==> config.mk <==
export PLATFORM = sky130hd
export DESIGN_NAME = text_full_justify
export DESIGN_NICKNAME = d
export VERILOG_FILES = /design/src/tfj_pkg.sv /design/src/tfj_divider.sv /design/src/tfj_emitter.sv /design/src/text_full_justify.sv
export SDC_FILE = /design/constraint.sdc
export NUM_CORES = 1
export LEC_CHECK = 0
export ABC_AREA = 1
export BUFFER_PORTS_ARGS = -buffer_cell sky130_fd_sc_hd__buf_4
export CORE_ASPECT_RATIO = 0.8
export CORE_MARGIN = 8
export CORE_UTILIZATION = 62
export DETAILED_ROUTE_END_ITERATION = 6
export PLACE_DENSITY = 0.78
export SYNTH_ARGS = -nofsm -noshare
export SYNTH_HDL_FRONTEND = slang
export SYNTH_SLANG_ARGS = --single-unit
export TNS_END_PERCENT = 50
==> constraint.sdc <==
create_clock -name clock -period 4.2 [get_ports clock]
set_input_delay 0.42 -clock clock [delete_from_list [all_inputs] [get_ports clock]]
set_output_delay 0.42 -clock clock [all_outputs]
set_load 0.01 [all_outputs]
==> src/tfj_pkg.sv <==
// ----------------------------------------------------------------------------
// tfj_pkg
// Shared types and constants for the text full-justify block.
// ----------------------------------------------------------------------------
package tfj_pkg;

   localparam int MaxWidth = 32;
   localparam int MaxWords = 16;
   localparam int PosW     = $clog2(MaxWidth);   // index into a line or word buffer
   localparam int WrdW     = $clog2(MaxWords);   // index into the word size table
   localparam int CntW     = PosW + 1;           // count that can reach MaxWidth
   localparam int NumW     = WrdW + 1;           // count that can reach MaxWords

   localparam logic [7:0] SpaceChar  = 8'h20;
   localparam logic [5:0] WidthReset = 6'd16;

   // one result item
   typedef struct packed {
      logic [7:0] out_char;
      logic       line_end;
      logic       error;
   } rsp_type;

   // line emit job handed from the collector to the emitter
   typedef struct packed {
      logic            justify;
      logic [NumW-1:0] words;
      logic [CntW-1:0] width;
      logic [CntW-1:0] gap_q;    // base spaces per gap
      logic [WrdW-1:0] gap_r;    // gaps below this index get one more
   } emit_job_type;

endpackage

==> src/tfj_divider.sv <==
// ----------------------------------------------------------------------------
// tfj_divider
// Restoring divider, one quotient bit per cycle, for the gap space split.
// ----------------------------------------------------------------------------
module tfj_divider (
   input  logic                         clock,
   input  logic                         reset,
   input  logic                         start,
   input  logic [tfj_pkg::CntW-1:0]     dividend,
   input  logic [tfj_pkg::NumW-1:0]     divisor,
   output logic                         done,
   output logic [tfj_pkg::CntW-1:0]     quotient,
   output logic [tfj_pkg::NumW-1:0]     remainder
);

   logic [tfj_pkg::CntW-1:0] quo_ff, quo_in;
   logic [tfj_pkg::NumW:0]   rem_ff, rem_in;
   logic [tfj_pkg::NumW-1:0] dvs_ff, dvs_in;
   logic [tfj_pkg::PosW:0]   cnt_ff, cnt_in;
   logic                     busy_ff, busy_in;
   logic                     done_ff, done_in;
   logic [tfj_pkg::NumW:0]   trial;

   always_comb begin
      quo_in  = quo_ff;
      rem_in  = rem_ff;
      dvs_in  = dvs_ff;
      cnt_in  = cnt_ff;
      busy_in = busy_ff;
      done_in = 1'b0;
      trial   = {rem_ff[tfj_pkg::NumW-1:0], quo_ff[tfj_pkg::CntW-1]};
      if (start) begin
         quo_in  = dividend;
         rem_in  = '0;
         dvs_in  = divisor;
         cnt_in  = tfj_pkg::CntW[tfj_pkg::PosW:0];
         busy_in = 1'b1;
      end else if (busy_ff) begin
         if (trial >= {1'b0, dvs_ff}) begin
            rem_in = trial - {1'b0, dvs_ff};
            quo_in = {quo_ff[tfj_pkg::CntW-2:0], 1'b1};
         end else begin
            rem_in = trial;
            quo_in = {quo_ff[tfj_pkg::CntW-2:0], 1'b0};
         end
         cnt_in = cnt_ff - 1'b1;
         if (cnt_ff == 1) begin
            busy_in = 1'b0;
            done_in = 1'b1;
         end
      end
   end

   always_ff @(posedge clock) begin
      if (reset) begin
         busy_ff <= 1'b0;
         done_ff <= 1'b0;
         cnt_ff  <= '0;
      end else begin
         busy_ff <= busy_in;
         done_ff <= done_in;
         cnt_ff  <= cnt_in;
      end
      quo_ff <= quo_in;
      rem_ff <= rem_in;
      dvs_ff <= dvs_in;
   end

   assign done      = done_ff;
   assign quotient  = quo_ff;
   assign remainder = rem_ff[tfj_pkg::NumW-1:0];

endmodule

==> src/tfj_emitter.sv <==
// ----------------------------------------------------------------------------
// tfj_emitter
// Walks the line buffer and word size table and produces one line, justified
// or padded at the end, with one output register towards the result port.
// ----------------------------------------------------------------------------
module tfj_emitter (
   input  logic                         clock,
   input  logic                         reset,
   input  logic                         job_valid,
   input  tfj_pkg::emit_job_type        job,
   output logic                         busy,
   // line buffer read port
   output logic [tfj_pkg::PosW-1:0]     lc_raddr,
   input  logic [7:0]                   lc_rdata,
   // word size read port
   output logic [tfj_pkg::WrdW-1:0]     ws_raddr,
   input  logic [5:0]                   ws_rdata,
   // error result
   input  logic                         err_valid,
   // result channel
   output logic                         rsp_valid,
   input  logic                         rsp_ready,
   output tfj_pkg::rsp_type             rsp_data
);

   typedef enum logic [4:0] {
      S_IDLE  = 5'b00001,
      S_FETCH = 5'b00010,
      S_CHAR  = 5'b00100,
      S_GAP   = 5'b01000,
      S_PAD   = 5'b10000
   } emit_state_type;

   emit_state_type           state_ff, state_in;
   tfj_pkg::emit_job_type    job_ff, job_in;
   logic [tfj_pkg::NumW-1:0] widx_ff, widx_in;    // current word
   logic [5:0]               wleft_ff, wleft_in;  // chars left in current word
   logic [tfj_pkg::CntW-1:0] gleft_ff, gleft_in;  // spaces left in current gap
   logic [tfj_pkg::CntW-1:0] pos_ff, pos_in;      // read position in line buffer
   logic [tfj_pkg::CntW-1:0] done_ff, done_in;    // chars emitted so far
   logic                     ov_ff, ov_in;        // output register full
   tfj_pkg::rsp_type         ob_ff, ob_in;
   logic                     can_put;
   logic                     last_chr;
   logic [tfj_pkg::CntW-1:0] gap_len;

   assign can_put  = !ov_ff || rsp_ready;
   assign last_chr = (done_ff + 1'b1 == job_ff.width);
   // read ahead at the next position so the data lines up with pos_ff
   assign lc_raddr = pos_in[tfj_pkg::PosW-1:0];
   assign ws_raddr = widx_ff[tfj_pkg::WrdW-1:0];

   always_comb begin
      gap_len = job_ff.justify ? job_ff.gap_q : tfj_pkg::CntW'(1);
      if (job_ff.justify && (widx_ff < {1'b0, job_ff.gap_r}))
         gap_len = gap_len + 1'b1;
   end

   always_comb begin
      state_in = state_ff;
      job_in   = job_ff;
      widx_in  = widx_ff;
      wleft_in = wleft_ff;
      gleft_in = gleft_ff;
      pos_in   = pos_ff;
      done_in  = done_ff;
      ov_in    = ov_ff && !rsp_ready;
      ob_in    = ob_ff;
      unique case (state_ff)
         S_IDLE: begin
            if (err_valid && can_put) begin
               ov_in = 1'b1;
               ob_in = '{out_char: 8'h00, line_end: 1'b0, error: 1'b1};
            end else if (job_valid) begin
               job_in   = job;
               widx_in  = '0;
               pos_in   = '0;
               done_in  = '0;
               state_in = (job.words == 0) ? S_PAD : S_FETCH;
            end
         end
         S_FETCH: begin
            // word size read data is valid next cycle
            state_in = S_CHAR;
            wleft_in = 6'h3f;
         end
         S_CHAR: begin
            if (wleft_ff == 6'h3f) begin
               wleft_in = ws_rdata;
               if (ws_rdata == 0) state_in = S_GAP;
            end else if (done_ff == job_ff.width) begin
               state_in = S_IDLE;
            end else if (can_put) begin
               ov_in    = 1'b1;
               ob_in    = '{out_char: lc_rdata, line_end: last_chr, error: 1'b0};
               done_in  = done_ff + 1'b1;
               pos_in   = pos_ff + 1'b1;
               wleft_in = wleft_ff - 1'b1;
               if (last_chr) state_in = S_IDLE;
               else if (wleft_ff == 1) begin
                  state_in = S_GAP;
                  gleft_in = gap_len;
               end
            end
         end
         S_GAP: begin
            if (widx_ff + 1'b1 >= job_ff.words) begin
               state_in = S_PAD;
            end else if (gleft_ff == 0 || done_ff == job_ff.width) begin
               widx_in  = widx_ff + 1'b1;
               state_in = S_FETCH;
            end else if (can_put) begin
               ov_in    = 1'b1;
               ob_in    = '{out_char: tfj_pkg::SpaceChar, line_end: last_chr,
                            error: 1'b0};
               done_in  = done_ff + 1'b1;
               gleft_in = gleft_ff - 1'b1;
               if (last_chr) state_in = S_IDLE;
            end
         end
         S_PAD: begin
            if (done_ff == job_ff.width) begin
               state_in = S_IDLE;
            end else if (can_put) begin
               ov_in    = 1'b1;
               ob_in    = '{out_char: tfj_pkg::SpaceChar, line_end: last_chr,
                            error: 1'b0};
               done_in  = done_ff + 1'b1;
               if (last_chr) state_in = S_IDLE;
            end
         end
         default: state_in = S_IDLE;
      endcase
   end

   always_ff @(posedge clock) begin
      if (reset) begin
         state_ff <= S_IDLE;
         ov_ff    <= 1'b0;
      end else begin
         state_ff <= state_in;
         ov_ff    <= ov_in;
      end
      job_ff   <= job_in;
      widx_ff  <= widx_in;
      wleft_ff <= wleft_in;
      gleft_ff <= gleft_in;
      pos_ff   <= pos_in;
      done_ff  <= done_in;
      ob_ff    <= ob_in;
   end

   // busy until the last character has left the output register
   assign busy      = (state_ff != S_IDLE) || ov_ff;
   assign rsp_valid = ov_ff;
   assign rsp_data  = ob_ff;

`ifndef SYNTHESIS
   a_done_bound: assert property (@(posedge clock) disable iff (reset)
      done_ff <= job_ff.width || state_ff == S_IDLE)
      else $error("emitter ran past line width");
   a_err_flags: assert property (@(posedge clock) disable iff (reset)
      ov_ff && ob_ff.error |-> !ob_ff.line_end && ob_ff.out_char == 8'h00)
      else $error("error result carries line data");
   a_job_idle: assert property (@(posedge clock) disable iff (reset)
      job_valid |-> state_ff == S_IDLE)
      else $error("line job issued while emitter busy");
`endif

endmodule

==> src/text_full_justify.sv <==
// ----------------------------------------------------------------------------
// text_full_justify
// Greedy full justification of a character stream into fixed-width lines.
//
//   channel  dir  handshake          payload
//   req      in   req_valid/ready    ch, word_end, text_end
//   rsp      out  rsp_valid/ready    out_char, line_end, error
//   csr      in   csr_valid/ready    line_width
//
// A request that does not end a word goes into the pending word buffer. A
// word end adds a copy of the pending word into the line buffer. A line
// closed early first splits its free spaces on the bit-serial divider. A
// line goes out as line_width results, clamped to 1..MaxWidth, and requests
// stall until it has left. Reset is synchronous; the memories are not
// cleared and each entry is written before it is read.
// ----------------------------------------------------------------------------
module text_full_justify (
   input  logic       clock,
   input  logic       reset,
   input  logic       req_valid,
   output logic       req_ready,
   input  logic [7:0] req_ch,
   input  logic       req_word_end,
   input  logic       req_text_end,
   output logic       rsp_valid,
   input  logic       rsp_ready,
   output logic [7:0] rsp_out_char,
   output logic       rsp_line_end,
   output logic       rsp_error,
   input  logic       csr_valid,
   output logic       csr_ready,
   input  logic [5:0] csr_line_width
);

   localparam int PosW = tfj_pkg::PosW;
   localparam int CntW = tfj_pkg::CntW;
   localparam int NumW = tfj_pkg::NumW;

   typedef enum logic [7:0] {
      S_IDLE  = 8'b00000001,
      S_WORD  = 8'b00000010,
      S_COPY  = 8'b00000100,
      S_CFIN  = 8'b00001000,
      S_DIV   = 8'b00010000,
      S_EMIT  = 8'b00100000,
      S_WAIT  = 8'b01000000,
      S_ERR   = 8'b10000000
   } top_state_type;

   // memories
   logic [7:0] line_mem [tfj_pkg::MaxWidth];
   logic [7:0] pend_mem [tfj_pkg::MaxWidth];
   logic [5:0] size_mem [tfj_pkg::MaxWords];

   top_state_type        state_ff, state_in;
   logic [5:0]           width_ff, width_in;
   logic [NumW-1:0]      nwords_ff, nwords_in;
   logic [6:0]           fill_ff, fill_in;
   logic [CntW-1:0]      psize_ff, psize_in;
   logic                 hold_ff, hold_in;
   logic                 last_ff, last_in;       // current word ends the text
   logic                 again_ff, again_in;     // word still to be placed after emit
   logic                 just_ff, just_in;
   logic [CntW-1:0]      cidx_ff, cidx_in;       // copy index
   logic [CntW-1:0]      wsize_ff, wsize_in;     // size of word being placed
   logic [CntW-1:0]      base_ff, base_in;
   logic                 err_ff, err_in;

   logic [CntW-1:0]      weff;
   logic                 acc;
   logic [7:0]           pend_rd;
   logic [PosW-1:0]      lc_raddr;
   logic [7:0]           lc_rdata;
   logic [tfj_pkg::WrdW-1:0] ws_raddr;
   logic [5:0]           ws_rdata;
   logic                 em_busy;
   logic                 job_valid;
   tfj_pkg::emit_job_type job;
   tfj_pkg::rsp_type     rsp_data;
   logic                 div_start, div_done;
   logic [CntW-1:0]      div_q;
   logic [NumW-1:0]      div_r;
   logic [CntW-1:0]      spaces;
   logic                 pend_we;
   logic [PosW-1:0]      pend_wa;
   logic                 line_we;
   logic [PosW-1:0]      line_wa;
   logic                 size_we;
   logic [tfj_pkg::WrdW-1:0] size_wa;
   logic [6:0]           total;

   always_comb begin
      if (width_ff == 0) weff = CntW'(1);
      else if (width_ff > 6'(tfj_pkg::MaxWidth)) weff = CntW'(tfj_pkg::MaxWidth);
      else weff = width_ff[CntW-1:0];
   end

   assign total  = fill_ff - 7'(nwords_ff);
   assign spaces = (7'(weff) > total) ? CntW'(7'(weff) - total) : '0;

   assign req_ready = (state_ff == S_IDLE) && !em_busy && !csr_valid;
   assign csr_ready = (state_ff == S_IDLE) && !em_busy;
   assign acc       = req_valid && req_ready;

   always_comb begin
      state_in  = state_ff;
      width_in  = width_ff;
      nwords_in = nwords_ff;
      fill_in   = fill_ff;
      psize_in  = psize_ff;
      hold_in   = hold_ff;
      last_in   = last_ff;
      again_in  = again_ff;
      just_in   = just_ff;
      cidx_in   = cidx_ff;
      wsize_in  = wsize_ff;
      base_in   = base_ff;
      err_in    = 1'b0;
      pend_we   = 1'b0;
      pend_wa   = psize_ff[PosW-1:0];
      line_we   = 1'b0;
      line_wa   = '0;
      size_we   = 1'b0;
      size_wa   = nwords_ff[tfj_pkg::WrdW-1:0];
      div_start = 1'b0;
      job_valid = 1'b0;
      job       = '{justify: just_ff, words: nwords_ff, width: weff,
                    gap_q: div_q, gap_r: div_r[tfj_pkg::WrdW-1:0]};
      unique case (state_ff)
         S_IDLE: begin
            if (csr_valid && csr_ready) begin
               width_in  = csr_line_width;
               nwords_in = '0;
               fill_in   = '0;
               psize_in  = '0;
               hold_in   = 1'b0;
            end else if (acc) begin
               if (hold_ff) begin
                  if (req_word_end && req_text_end) hold_in = 1'b0;
               end else if (psize_ff >= weff) begin
                  err_in    = 1'b1;
                  state_in  = S_ERR;
                  nwords_in = '0;
                  fill_in   = '0;
                  psize_in  = '0;
                  hold_in   = !(req_word_end && req_text_end);
               end else begin
                  pend_we  = 1'b1;
                  psize_in = psize_ff + 1'b1;
                  if (req_word_end) begin
                     wsize_in = psize_ff + 1'b1;
                     psize_in = '0;
                     last_in  = req_text_end;
                     state_in = S_WORD;
                  end
               end
            end
         end
         S_ERR: state_in = S_IDLE;   // err_ff carries the error result to the emitter
         S_WORD: begin
            if (nwords_ff != 0 && (fill_ff + 7'(wsize_ff) > 7'(weff) ||
                nwords_ff >= NumW'(tfj_pkg::MaxWords))) begin
               // close the open line first, fully justified
               just_in  = 1'b1;
               again_in = 1'b1;
               state_in = S_DIV;
               div_start = 1'b1;
            end else begin
               base_in  = total[CntW-1:0];
               cidx_in  = '0;
               state_in = S_COPY;
            end
         end
         S_COPY: begin
            // pend_rd holds entry cidx-1; write it at base+cidx-1
            if (cidx_ff != 0) begin
               line_we = 1'b1;
               line_wa = PosW'(base_ff + cidx_ff - 1'b1);
            end
            if (cidx_ff == wsize_ff) state_in = S_CFIN;
            else cidx_in = cidx_ff + 1'b1;
         end
         S_CFIN: begin
            size_we   = 1'b1;
            nwords_in = nwords_ff + 1'b1;
            fill_in   = fill_ff + 7'(wsize_ff) + 7'd1;
            if (fill_ff + 7'(wsize_ff) == 7'(weff) || last_ff) begin
               just_in  = 1'b0;
               again_in = 1'b0;
               state_in = S_EMIT;
            end else begin
               state_in = S_IDLE;
            end
         end
         S_DIV: begin
            if (div_done) state_in = S_EMIT;
         end
         S_EMIT: begin
            job_valid = !em_busy;
            if (!em_busy) begin
               nwords_in = '0;
               fill_in   = '0;
               state_in  = S_WAIT;
            end
         end
         S_WAIT: begin
            if (!em_busy) begin
               if (again_ff) begin
                  again_in = 1'b0;
                  state_in = S_WORD;
               end else begin
                  state_in = S_IDLE;
               end
            end
         end
         default: state_in = S_IDLE;
      endcase
   end

   // a single-word line gives a zero divisor; the emitter never uses its gap split
   tfj_divider u_div (
      .clock     (clock),
      .reset     (reset),
      .start     (div_start),
      .dividend  (spaces),
      .divisor   (nwords_ff - 1'b1),
      .done      (div_done),
      .quotient  (div_q),
      .remainder (div_r)
   );

   always_ff @(posedge clock) begin
      if (pend_we) pend_mem[pend_wa] <= req_ch;
      pend_rd <= pend_mem[cidx_ff[PosW-1:0]];
      if (line_we) line_mem[line_wa] <= pend_rd;
      lc_rdata <= line_mem[lc_raddr];
      if (size_we) size_mem[size_wa] <= wsize_ff[5:0];
      ws_rdata <= size_mem[ws_raddr];
   end

   // a full-width word still lands in the buffer when line is rerun
   always_ff @(posedge clock) begin
      if (reset) begin
         state_ff  <= S_IDLE;
         width_ff  <= tfj_pkg::WidthReset;
         nwords_ff <= '0;
         fill_ff   <= '0;
         psize_ff  <= '0;
         hold_ff   <= 1'b0;
         err_ff    <= 1'b0;
      end else begin
         state_ff  <= state_in;
         width_ff  <= width_in;
         nwords_ff <= nwords_in;
         fill_ff   <= fill_in;
         psize_ff  <= psize_in;
         hold_ff   <= hold_in;
         err_ff    <= err_in;
      end
      last_ff  <= last_in;
      again_ff <= again_in;
      just_ff  <= just_in;
      cidx_ff  <= cidx_in;
      wsize_ff <= wsize_in;
      base_ff  <= base_in;
   end

   tfj_emitter u_emit (
      .clock     (clock),
      .reset     (reset),
      .job_valid (job_valid),
      .job       (job),
      .busy      (em_busy),
      .lc_raddr  (lc_raddr),
      .lc_rdata  (lc_rdata),
      .ws_raddr  (ws_raddr),
      .ws_rdata  (ws_rdata),
      .err_valid (err_ff),
      .rsp_valid (rsp_valid),
      .rsp_ready (rsp_ready),
      .rsp_data  (rsp_data)
   );

   assign rsp_out_char = rsp_data.out_char;
   assign rsp_line_end = rsp_data.line_end;
   assign rsp_error    = rsp_data.error;

`ifndef SYNTHESIS
   a_fill_bound: assert property (@(posedge clock) disable iff (reset)
      fill_ff <= 7'(weff) + 7'd1)
      else $error("open line overflows width");
   a_words_bound: assert property (@(posedge clock) disable iff (reset)
      nwords_ff <= NumW'(tfj_pkg::MaxWords))
      else $error("word count overflow");
   a_no_req_busy: assert property (@(posedge clock) disable iff (reset)
      acc |-> !em_busy && state_ff == S_IDLE)
      else $error("request taken while line in flight");
`endif

endmodule
After elaboration in Yosys (flattened, before gate mapping). Memories as Yosys holds them, arrays and structs flattened. A register that Yosys moved wholly into a read port is not among the register bits. Cells that the tools add are included. W data, S select, Z words.

Order comparisons: 8. Add/sub/neg operators: 18. Shift operators: 0. Bitwise gates (word level): 8. Equality and inequality tests: 54. Divide/modulo/power cells: 0. Reduce and logical (&&, ||, !) cells: 57. $mul: 0. Mux-type cells: 141.

Operators by type and width (number): $mux W6 (38); $mux W5 (27); $mux W10 (8); $mux W8 (9); $pmux W8 S7 (1); $pmux W6 S2 (4); $pmux W10 S4 (1); $mux W1 (37); $ne A2 B2 Y1 const B (18); $mux W7 (5); $add A6 B1 Y6 const B (5); $pmux W5 S5 (1); $pmux W6 S4 (1); $pmux W7 S3 (1); $eq A6 B6 Y1 (3); $logic_not A6 Y1 (3); $reduce_and A6 Y1 (3); $sub A6 B1 Y6 const B (3); $reduce_and A8 Y1 (2); $reduce_bool A2 Y1 (8); $pmux W5 S3 (1); $reduce_and A3 Y1 (5); $reduce_and A5 Y1 (3); $ne A2 B1 Y1 const B (7); other kinds (57) (92).

RAM bits: 608. Bits in registers: 145. Bits of input ports: 21. Latch bits: 0. Bits in read-only memories: 0. Memories kept: 3.

Memory list: line_mem (words 32, width 8, rd ports 1, clocked after Yosys merged registers in 1, wr ports 1, line text_full_justify.sv:51) `logic [7:0] line_mem [tfj_pkg::MaxWidth];`; pend_mem (words 32, width 8, rd ports 1, clocked after Yosys merged registers in 1, wr ports 1, line text_full_justify.sv:52) `logic [7:0] pend_mem [tfj_pkg::MaxWidth];`; size_mem (words 16, width 6, rd ports 1, clocked after Yosys merged registers in 1, wr ports 1, line text_full_justify.sv:53) `logic [5:0] size_mem [tfj_pkg::MaxWords];`.

Depth between registers and ports, before layout. Gate-level depths: netlist of the first run.

Depth after elaboration: 11. Mapped depth: 19.

Modules after synthesis. From an unflattened synthesis of the first run, not the netlist that was laid out.

Cells, all modules: 3017. Area, all modules: 33863.7 µm².

Modules (own cells, without submodules): text_full_justify (area each 28686.3 µm², times used 1, seq. area each 19979.2 µm², cells an instance 2386); tfj_emitter (area each 3927.5 µm², times used 1, seq. area each 1871.8 µm², cells an instance 484); tfj_divider (area each 1249.9 µm², times used 1, seq. area each 590.6 µm², cells an instance 147).

Worst setup path before layout of the first run. No wires, ideal clock.

Path kind: flip-flop to flip-flop. Start point: register u_emit.state_ff[2]. End point: register u_emit.widx_ff[0] (netlist name), enable pin. Path slack: 0.576 ns. Required time: 3.824 ns. Cell stages (with the launch flop): 8. Data arrival time: 3.248 ns. Library setup time: 0.376 ns. Path through: dfxtp_1 nor2_4 nand4_4 inv_2 o21ai_0 nor3_1 o21ai_0 a211oi_1.

Cells in the longest elaborated chain, start to end: 6.

RTL lines: start, declared (line tfj_emitter.sv:34) `emit_state_type state_ff, state_in;`; start signal, assigned (line tfj_emitter.sv:141) `state_ff <= state_in;`; $ne A5 B1 Y1 (line tfj_emitter.sv:154) `assign busy = (state_ff != S_IDLE) || ov_ff;`; $logic_or A1 B1 Y1 (line tfj_emitter.sv:154); $logic_not A1 Y1; $mux W1 (line text_full_justify.sv:129) `unique case (state_ff)`; $ne A2 B2 Y1 (no source line); $reduce_and A5 Y1 (no source line) *; end signal, assigned (line tfj_emitter.sv:145) `widx_ff <= widx_in;`; end, declared (line tfj_emitter.sv:36) `logic [tfj_pkg::NumW-1:0] widx_ff, widx_in;`.

Every way passes the cells marked *; elsewhere a longest branch is shown, timed or not. A chain may end at the register's enable or synchronous reset.

Worst setup path in the final report of the first run.
Start point: register width_ff[4]. End point: memory pend_mem[6][3], enable pin.

Cells in the longest elaborated chain, start to end: 11.

RTL lines: start, declared (line text_full_justify.sv:56) `logic [5:0] width_ff, width_in;`; start signal, assigned (line text_full_justify.sv:245) `width_ff <= tfj_pkg::WidthReset;`; start signal, assigned (line text_full_justify.sv:253) `width_ff <= width_in;`; $gt A6 B6 Y1 (line text_full_justify.sv:94) `else if (width_ff > 6'(tfj_pkg::MaxWidth)) weff = CntW'(tfj_pkg::MaxWidth);`; $mux W6 (line text_full_justify.sv:94); $mux W6 * (line text_full_justify.sv:93) `if (width_ff == 0) weff = CntW'(1);`; $ge A6 B6 Y1 * (line text_full_justify.sv:140) `end else if (psize_ff >= weff) begin`; $mux W1 * (line text_full_justify.sv:140); $mux W1 * (line text_full_justify.sv:138) `if (hold_ff) begin`; $mux W1 * (line text_full_justify.sv:137) `end else if (acc) begin`; $mux W1 * (line text_full_justify.sv:131) `if (csr_valid && csr_ready) begin`; $mux W1 * (line text_full_justify.sv:129); $mux W1 * (line text_full_justify.sv:233) `if (pend_we) pend_mem[pend_wa] <= req_ch;`; $mux W1 (not written as such) * (line text_full_justify.sv:233); end, declared (line text_full_justify.sv:52).

Marks and branches as above.

==> results of run 1 <==
## final cells by class
class,instances,area (sq um)
Sequential cell,774,22400
Fill cell,3940,17200
Multi-Input combinational cell,1894,10200
Clock buffer,99,2070
Inverter,409,1540
Tap cell,750,938
Timing Repair Buffer,71,558
Clock inverter,38,349
Antenna cell,2,5.00
## placed cells by master (no fill, tap or decap), drive strengths merged, types with 17 or more instances in the layout
master / instances
edfxtp: 694
nand3b: 82
o211ai: 28
nor2: 339
clkbuf: 99
o21ai: 203
inv: 409
a21oi: 112
nor3: 23
o22ai: 66
nand2: 456
xor2: 33
dfxtp: 80
ha: 68
nand4: 17
mux2i: 24
nand3: 344
clkinv: 30
buf: 71
## where the power goes
part | internal (mW) | total (mW) | switching, mW
combinational | 0.961 | 3.29 | 2.33
clock | 3.80 | 6.65 | 2.85
sequential | 8.70 | 8.94 | 0.242
## per-layer routing
metal	track usage	vias to the layer above
met4	0.0756	2
met3	0.0582	187
met2	0.394	1397
met1	0.387	11675
met5	0	-
li1	-	11172
## worst paths after layout
check                     from  depth (start not counted)               end  slack (ps)
max                width_ff[4]                         15    pend_mem[6][3]         300
min               req_text_end                          1           last_ff          50
max reg2reg        width_ff[4]                         15    pend_mem[6][3]         300
min reg2reg  u_div.quotient[4]                          0  u_emit.job_ff[8]         460
## cells by family after synthesis
| family | Yosys count | synth area share |
|---|---|---|
| AOI/OAI and AO/OA | 465 | 0.0775 |
| xor gates and xnor gates | 46 | 0.0116 |
| adders and majority gates | 73 | 0.0274 |
| buffers and inverters | 556 | 0.0632 |
| DFF | 774 | 0.646 |
| muxes | 24 | 0.00691 |
| and+or+nand+nor | 1286 | 0.168 |
## flip-flops by register name (all words and copies together) (netlist names), 7 cells and up
name	flops
fill_ff	7
lc_rdata	8
line_mem	256
pend_mem	256
pend_rd	8
size_mem	96
state_ff	8
u_emit.job_ff	22
u_emit.rsp_data	10
## through the flow
stage | utilization | area, sq um | total power, mW | cells
CTS | 0.688 | 38100 | 18.9 | 4035
finish | 0.688 | 38100 | 18.9 | 4037
global route | 0.688 | 38100 | 19.6 | 4035
floorplan | - | 34800 | 11.3 | 3224
detailed placement | 0.644 | 35600 | 12.3 | 3898
global placement | 0.644 | 35600 | 12.3 | 3898
==> results, run 1 <==
- The category of cells accounting for the largest share of critical-path delay is simple AND/OR/NAND/NOR gates.
- The routed design uses 37600 um of met2 wire.
- The global-route wire length before repair is 132000 um.
- STA classifies the critical path startpoint as a register.
- The final layout contains routed wiring with a total length of 84700 um.
- The min-delay analysis places its worst path in the category in -> reg.
- The initial core utilization is 0.629.
- The horizontal extent of the die is 281 um.
- The final worst-path setup slack is 305 ps.
- The synthesized netlist occupies a cell area of 34800 sq um.
- Signal routing reaches up to met5.
- The number of global-route vias before repair is 23607.
- In the global route stage, overall resource usage came out at 0.263.
- The area share of the largest cell type after synthesis is 0.599.
- The delay of the slowest critical-path stage is 700 ps.
- The number of H-tree levels is 3.
- The share of synthesized registers carrying an async set or reset is 0.
- The Yosys warning count is 0.
- After detailed routing, the met3 layer carries 9630 um of wire.
- The final-report hold violation count was 0.
- The clock passes through at most 3 buffers.
- After synthesis, the mean cell area works out to 10.8 sq um.
- For the finished layout, the period the worst path requires is 3900 ps.
- At the end of routability-driven placement, the weighted congestion stood at 0.940.
- The signal on the critical path passes through inv_1 > nand4_1 > nand2_1 > nand2_1 > ha_1 > inv_1 > nor2_1 > o211ai_1 > o211a_1 > nand2_1 > inv_1 > nand2_1 > nor2_1 > nand2_1 > nor2_1.
- The critical path arrival is 4150 ps.
- The boundary pin count is 34.
- The violation count after the first detailed-routing iteration is 3168.
- Entering global routing, the biggest net connects 129 pins.
- After floorplanning, the core was divided into 77 placement rows.
- The hold-fix buffer count after cts is 0.
- The net count of the finished layout is 3319.
- The worst-path cell with the longest stage delay is sky130_fd_sc_hd__nor2_1.
- The slew at the pin closest to its max-slew limit is 1130 ps.
- Hold timing on the final database bottoms out at a slack of 49.5 ps.
- The library cell used as clock root buffer is sky130_fd_sc_hd__clkbuf_16.
- The count of vias placed by the detailed router is 24433.
- The initial antenna violation count came to 2.
- Max-cap violations in this run came to 0.
- Adding up every negative setup slack in the final design gives 0 ps.
- The total of buffers placed on input and output ports is 33.
- Dividing the detail-routed via count by the number of cells gives 6.05.
- The clock reaches the later pin of the worst-skew pair after 620 ps.
- Among all flip-flop cells after synthesis, the most frequent one is sky130_fd_sc_hd__edfxtp_1.
- The synthesis-stage register bit count is 774.
- The first-pass detailed-route iteration total is 7.
- The critical path is of the reg -> reg type.
- From synthesis to final layout, the design area changed by 9.49%.
- The proportion of synthesized chip area in sequential cells is 0.646.
- The count of nets left with antenna violations once routing finished came out at 0.
- The critical path required time is 4450 ps.
- Prior to clock tree synthesis, the placed netlist has a worst setup slack of 505 ps.
- The clock skew after layout is 28.3 ps.
- The number of different library cells in the post-synthesis netlist is 59.
- The number of clock buffers inserted by TritonCTS is 75.
- The run finished, with violations left.
- The top cell type by total area after synthesis is sky130_fd_sc_hd__edfxtp_1.
- After detailed routing, the number of remaining DRC violations is 8.
- In this run the vertical extent of the chip is 228 um.
- Of the cells placed in the final design, the portion with a size suffix greater than 1 is 0.0737.
- In this run the tightest slew margin relative to its limit is 0.248.
- The checks that failed: design-rule violations.
- The max-slew violation count is 0.
- After detailed routing, the average wire length per cell comes to 21.0 um.
- The post-route met1 wirelength is 35300 um.
- The number of nets in the synthesized netlist is 3318.
- The remaining global-route overflow is 0.
- The worst-case vdd ir drop is 0.434 mV.
- The worst setup path is captured at a register.
- The cell that appears most often on the critical path is sky130_fd_sc_hd__nand2_1.
- The total of cells resized after clock tree synthesis is 0.
- In this run, synthesis inferred 694 flip-flops with an integrated enable.
- Dividing total power by cell area gives a power density of 496 nW/um^2.
- For this design the static power due to leakage is 14.5 nW.
- TritonCTS built the clock tree.
- For this design, the sink count on the clock tree is 774.
- The maximum fanout along the worst path is 8.
- Setup violations remaining at the end of the flow were counted as 0.
- The area of the die is 63900 sq um.
- The share of the clock period used by the worst path is 0.927.
- Setup repair after global routing left no endpoint under its margin.
- The clock transition at the registers of the reported paths is 60 ps.
- The core region is 55300 sq um.
- The cell with the most instances after synthesis is sky130_fd_sc_hd__edfxtp_1.
- The commonest cells after synthesis are 694 x sky130_fd_sc_hd__edfxtp_1, 449 x sky130_fd_sc_hd__nand2_1, 391 x sky130_fd_sc_hd__inv_1.
- For this run, the top clock speed supported by timing is 257 MHz.
- The detailed-placement wirelength estimate is 53900 um.
- The number of buffers and inverters on the critical path is 3.
- After technology mapping, the gate count stands at 3224.
- Ranked by total cell area, the synthesized netlist is headed by sky130_fd_sc_hd__edfxtp_1 60%, sky130_fd_sc_hd__nand3_1 4.9%, sky130_fd_sc_hd__nand2_1 4.8%, sky130_fd_sc_hd__dfxtp_1 4.6%, sky130_fd_sc_hd__inv_1 4.2%.
- The number of buffers added for setup after CTS is 0.
Power figures use the tool's default switching activity.
==> run 2, diff against run 1 <==
--- a/config.mk
+++ b/config.mk
@@ -9,9 +9,9 @@
 export BUFFER_PORTS_ARGS = -buffer_cell sky130_fd_sc_hd__buf_4
 export CORE_ASPECT_RATIO = 0.8
 export CORE_MARGIN = 8
-export CORE_UTILIZATION = 62
+export CORE_UTILIZATION = 26
 export DETAILED_ROUTE_END_ITERATION = 6
-export PLACE_DENSITY = 0.78
+export PLACE_DENSITY = 0.4
 export SYNTH_ARGS = -nofsm -noshare
 export SYNTH_HDL_FRONTEND = slang
 export SYNTH_SLANG_ARGS = --single-unit
==> constraint.sdc (replaced) <==
create_clock -name clock -period 4 [get_ports clock]
set_input_delay 0.4 -clock clock [delete_from_list [all_inputs] [get_ports clock]]
set_output_delay 0.4 -clock clock [all_outputs]
set_load 0.01 [all_outputs]
==> results, run 2 (synthesis results as in run 1) <==
- The final critical path time including I/O delays and setup came to 3550 ps (was 3900 ps).
- The count of nets left with antenna violations after detail routing came to 0 (unchanged).
- The fill cell instance count of the final layout is 13772 (was 3940).
- The initial core utilization is 0.261 (was 0.629).
- The maximum buffer depth of the clock tree is 3 (unchanged).
- The switching fraction of total power was 0.296 (was 0.287).
- The core outline area is 133000 sq um (was 55300 sq um).
- The cell area power density was 526 nW/um^2 (was 496 nW/um^2).
- The detailed-placement wirelength estimate is 63600 um (was 53900 um).
- The clock skew after layout came to 44.1 ps (was 28.3 ps).
- The global-route wire length before repair was 150000 um (was 132000 um).
- The launching element of the worst setup path is wsize_ff[0] (was width_ff[4]).
- The endpoint of the most critical register-to-register path is u_div.dvs_ff[1] (was pend_mem[6][3]).
- The register-to-register setup slack came to 450 ps (was 300 ps).
- The design internal power is 15.0 mW (was 13.5 mW).
- The most common cell after layout, fill and taps aside is sky130_fd_sc_hd__edfxtp_1 (unchanged).
- The final worst-path setup slack was 448 ps (was 305 ps).
- The remaining global-route overflow was 0 (unchanged).
- The hold path endpoint is width_ff[3] (was last_ff).
- The worst-case vdd ir drop came to 0.534 mV (was 0.434 mV).
- The first-pass detailed-route iteration total is 6 (was 7).
- The sequential standard cell area came to 22400 sq um (about the same).
- The share of the clock period used by the worst path came to 0.888 (was 0.927).
- The category of the worst setup path capture point is a register (unchanged).
- The area of the die is 146000 sq um (was 63900 sq um).
- The start of the worst register-to-register path is wsize_ff[0] (was width_ff[4]).
- The cell leakage power is 15.1 nW (was 14.5 nW).
- The total global routing track utilization is 0.134 (was 0.263).
- The initial antenna violation count came to 4 (was 2).
- The combinational fraction of design power came to 0.174 (about the same).
- The critical path required time is 4330 ps (was 4450 ps).
- The count of vias placed by the detailed router is 23372 (was 24433).
- The startpoint type of the worst setup path is a register (unchanged).
- Largest registers: line_mem x256, pend_mem x256, size_mem x96 (unchanged).
- The via density per instance is 4.54 (was 6.05).
- The setup TNS is 0 ps (unchanged).
- The violation count after the first detailed-routing iteration is 2001 (was 3168).
- Setup repair after global routing missed its margin: no (unchanged).
- The clock tree from TritonCTS is built (unchanged).
- The total of cells resized after clock tree synthesis is 0 (unchanged).
- The slew at the pin closest to its max-slew limit is 1030 ps (was 1130 ps).
- The boundary pin count was 34 (unchanged).
- The met2 layer wire length in the routed design came to 42400 um (was 37600 um).
- The sequential group share of total power came to 0.439 (was 0.474).
- The worst-case reg-to-reg path depth is 15 (unchanged).
- The depth of the worst hold-timing path is 3 (was 1).
- The number of H-tree levels is 3 (unchanged).
- The library cell used as clock root buffer is sky130_fd_sc_hd__clkbuf_16 (unchanged).
- The number of remaining DRC errors was 0 (was 8).
- The post-detailed-route wirelength per cell is 19.4 um (was 21.0 um).
- The worst min-delay path startpoint is csr_line_width[3] (was req_text_end).
- The switching component of the power came to 6.28 mW (was 5.42 mW).
- The latest clock arrival within the worst-skew pair was 670 ps (was 620 ps).
- The area of the multi-input gates is 10200 sq um (about the same).
- The maximum fanout along the worst path came to 15 (was 8).
- The proportion of layout cells with a drive suffix above 1 is 0.0981 (was 0.0737).
- The placement-stage worst setup slack was 459 ps (was 505 ps).
- The number of global-route vias before repair is 23184 (was 23607).
- The layout overhead on the synthesized area is 16.2% (was 9.49%).
- The final-report hold violation count is 0 (unchanged).
- The fraction of power consumed by the clock network is 0.386 (was 0.352).
- The layout net count is 3399 (was 3319).
- The max capacitance violation total is 0 (unchanged).
- The maximum number of pins on one net before global-route repair was 129 (unchanged).
- The total of buffers placed on input and output ports is 33 (unchanged).
- The post-route met1 wirelength is 51400 um (was 35300 um).
- The total length of routed met3 wires came to 4170 um (was 9630 um).
- The number of clock buffers inserted by TritonCTS is 86 (was 75).
- The highest signal layer in the routed design is met5 (unchanged).
- The clock transition at the registers of the reported paths is 60 ps (about the same).
- The total of endpoints with negative setup slack in the final report was 0 (unchanged).
- The critical path arrival is 3890 ps (was 4150 ps).
- Most frequent cells in the layout: 694 x sky130_fd_sc_hd__edfxtp_1, 448 x sky130_fd_sc_hd__nand2_1, 389 x sky130_fd_sc_hd__inv_1 (was 694 x sky130_fd_sc_hd__edfxtp_1, 448 x sky130_fd_sc_hd__nand2_1, 390 x sky130_fd_sc_hd__inv_1).
- The standard-cell row count is 120 (was 77).
- The critical path class is reg -> reg (unchanged).
- The achievable clock frequency is 282 MHz (was 257 MHz).
- The die height is 343 um (was 228 um).
- The total wirelength of the detailed-routed design is 100000 um (was 84700 um).
- The routability congestion estimate came to 0.798 (was 0.940).
- The class of the tightest hold or removal check is in -> reg (unchanged).
- The CTS sink count is 774 (unchanged).
- The horizontal extent of the die came to 425 um (was 281 um).
- The remaining max-slew budget at the tightest pin is 0.314 (was 0.248).
- Result of the run: complete, no violations (was complete, but fails checks).
- The max-slew violation count is 0 (unchanged).
run 2: changes by cell type in the layout (fill, tap and decap cells not counted), moves of 4 or more:
| cell | delta |
|---|---|
| sky130_fd_sc_hd__bufinv_16 | +4 |
| sky130_fd_sc_hd__clkinv_1 | -8 |
| sky130_fd_sc_hd__clkinv_2 | +8 |
| sky130_fd_sc_hd__dfxtp_2 | -6 |
| sky130_fd_sc_hd__buf_4 | +62 |
| sky130_fd_sc_hd__dlygate4sd3_1 | +5 |
| sky130_fd_sc_hd__dfxtp_1 | +6 |
| sky130_fd_sc_hd__clkbuf_16 | +10 |
run 2: per-stage QoR:
| step | area (sq um) | instances | power (mW) | utilization | hold WS, ps |
|---|---|---|---|---|---|
| after global placement | 37400 | 4981 | 13.3 | 0.281 | 448 |
| after floorplan | 34800 | 3224 | 11.9 | - | 400 |
| after CTS | 40400 | 5144 | 21.5 | 0.303 | 11.1 |
| final | 40400 | 5146 | 21.2 | 0.303 | 57.1 |
| after global routing | 40400 | 5144 | 22.2 | 0.303 | 54.4 |
| after detailed placement | 37400 | 4981 | 13.2 | 0.281 | 446 |
run 2: area by class of cell:
| cell class | count | share of cell area |
|---|---|---|
| sequential | 774 | 0.556 |
| multi-input combinational | 1894 | 0.252 |
| clock buffer | 113 | 0.0583 |
| tap | 1769 | 0.0548 |
| inverter | 409 | 0.0381 |
| timing repair buffer | 140 | 0.0276 |
| clock inverter | 45 | 0.0138 |
| antenna | 2 | 0.000124 |
run 2: critical path, cell delays in order, from the launching register on:
cell                       delay, ps
sky130_fd_sc_hd__edfxtp_1        410
sky130_fd_sc_hd__ha_1            240
sky130_fd_sc_hd__fa_1            420
sky130_fd_sc_hd__a31o_2          230
sky130_fd_sc_hd__xor2_1          290
sky130_fd_sc_hd__inv_1            90
sky130_fd_sc_hd__ha_1            310
sky130_fd_sc_hd__nand2_1          60
sky130_fd_sc_hd__inv_1            40
sky130_fd_sc_hd__o21ai_0          60
sky130_fd_sc_hd__and3b_1         170
sky130_fd_sc_hd__o21ai_0          70
sky130_fd_sc_hd__nand3b_1        110
sky130_fd_sc_hd__nand2_1         100
sky130_fd_sc_hd__nand2_2         210
sky130_fd_sc_hd__inv_1           400
run 2: repair_timing:
item / CTS / global route
endpoints found under the hold margin: 5 / 0
endpoints found under the setup margin: 0 / 0
setup buffers: 0 / 0
hold buffers: 5 / 0
run 2: routing by layer:
metal / vias to the layer above / global-route usage
li1: 11348 / -
met1: 11426 / 0.203
met2: 463 / 0.199
met3: 133 / 0.0223
met4: 2 / 0.0336
met5: - / 0
run 2: power by group through the flow:
stage	logic (mW)	clock network [mW]	registers [mW]
detailed placement	3.75	0	9.50
floorplan	2.38	0	9.48
CTS	3.77	8.45	9.33
global placement	3.78	0	9.50
global route	4.14	8.74	9.35
finish	3.70	8.21	9.33
run 2: worst max-delay path by stage:
| stage | to | depth (start not counted) | slack [ps] |
|---|---|---|---|
| 3_3_place_gp | pend_mem[28][2] | 16 | 500 |
| 2_1_floorplan | u_emit.widx_ff[0] | 7 | 380 |
| 6_report | u_div.dvs_ff[1] | 15 | 450 |
| 3_5_place_dp | u_div.dvs_ff[1] | 15 | 460 |
| 4_1_cts | u_div.done | 17 | 440 |
| 5_1_grt | u_div.done | 17 | 110 |
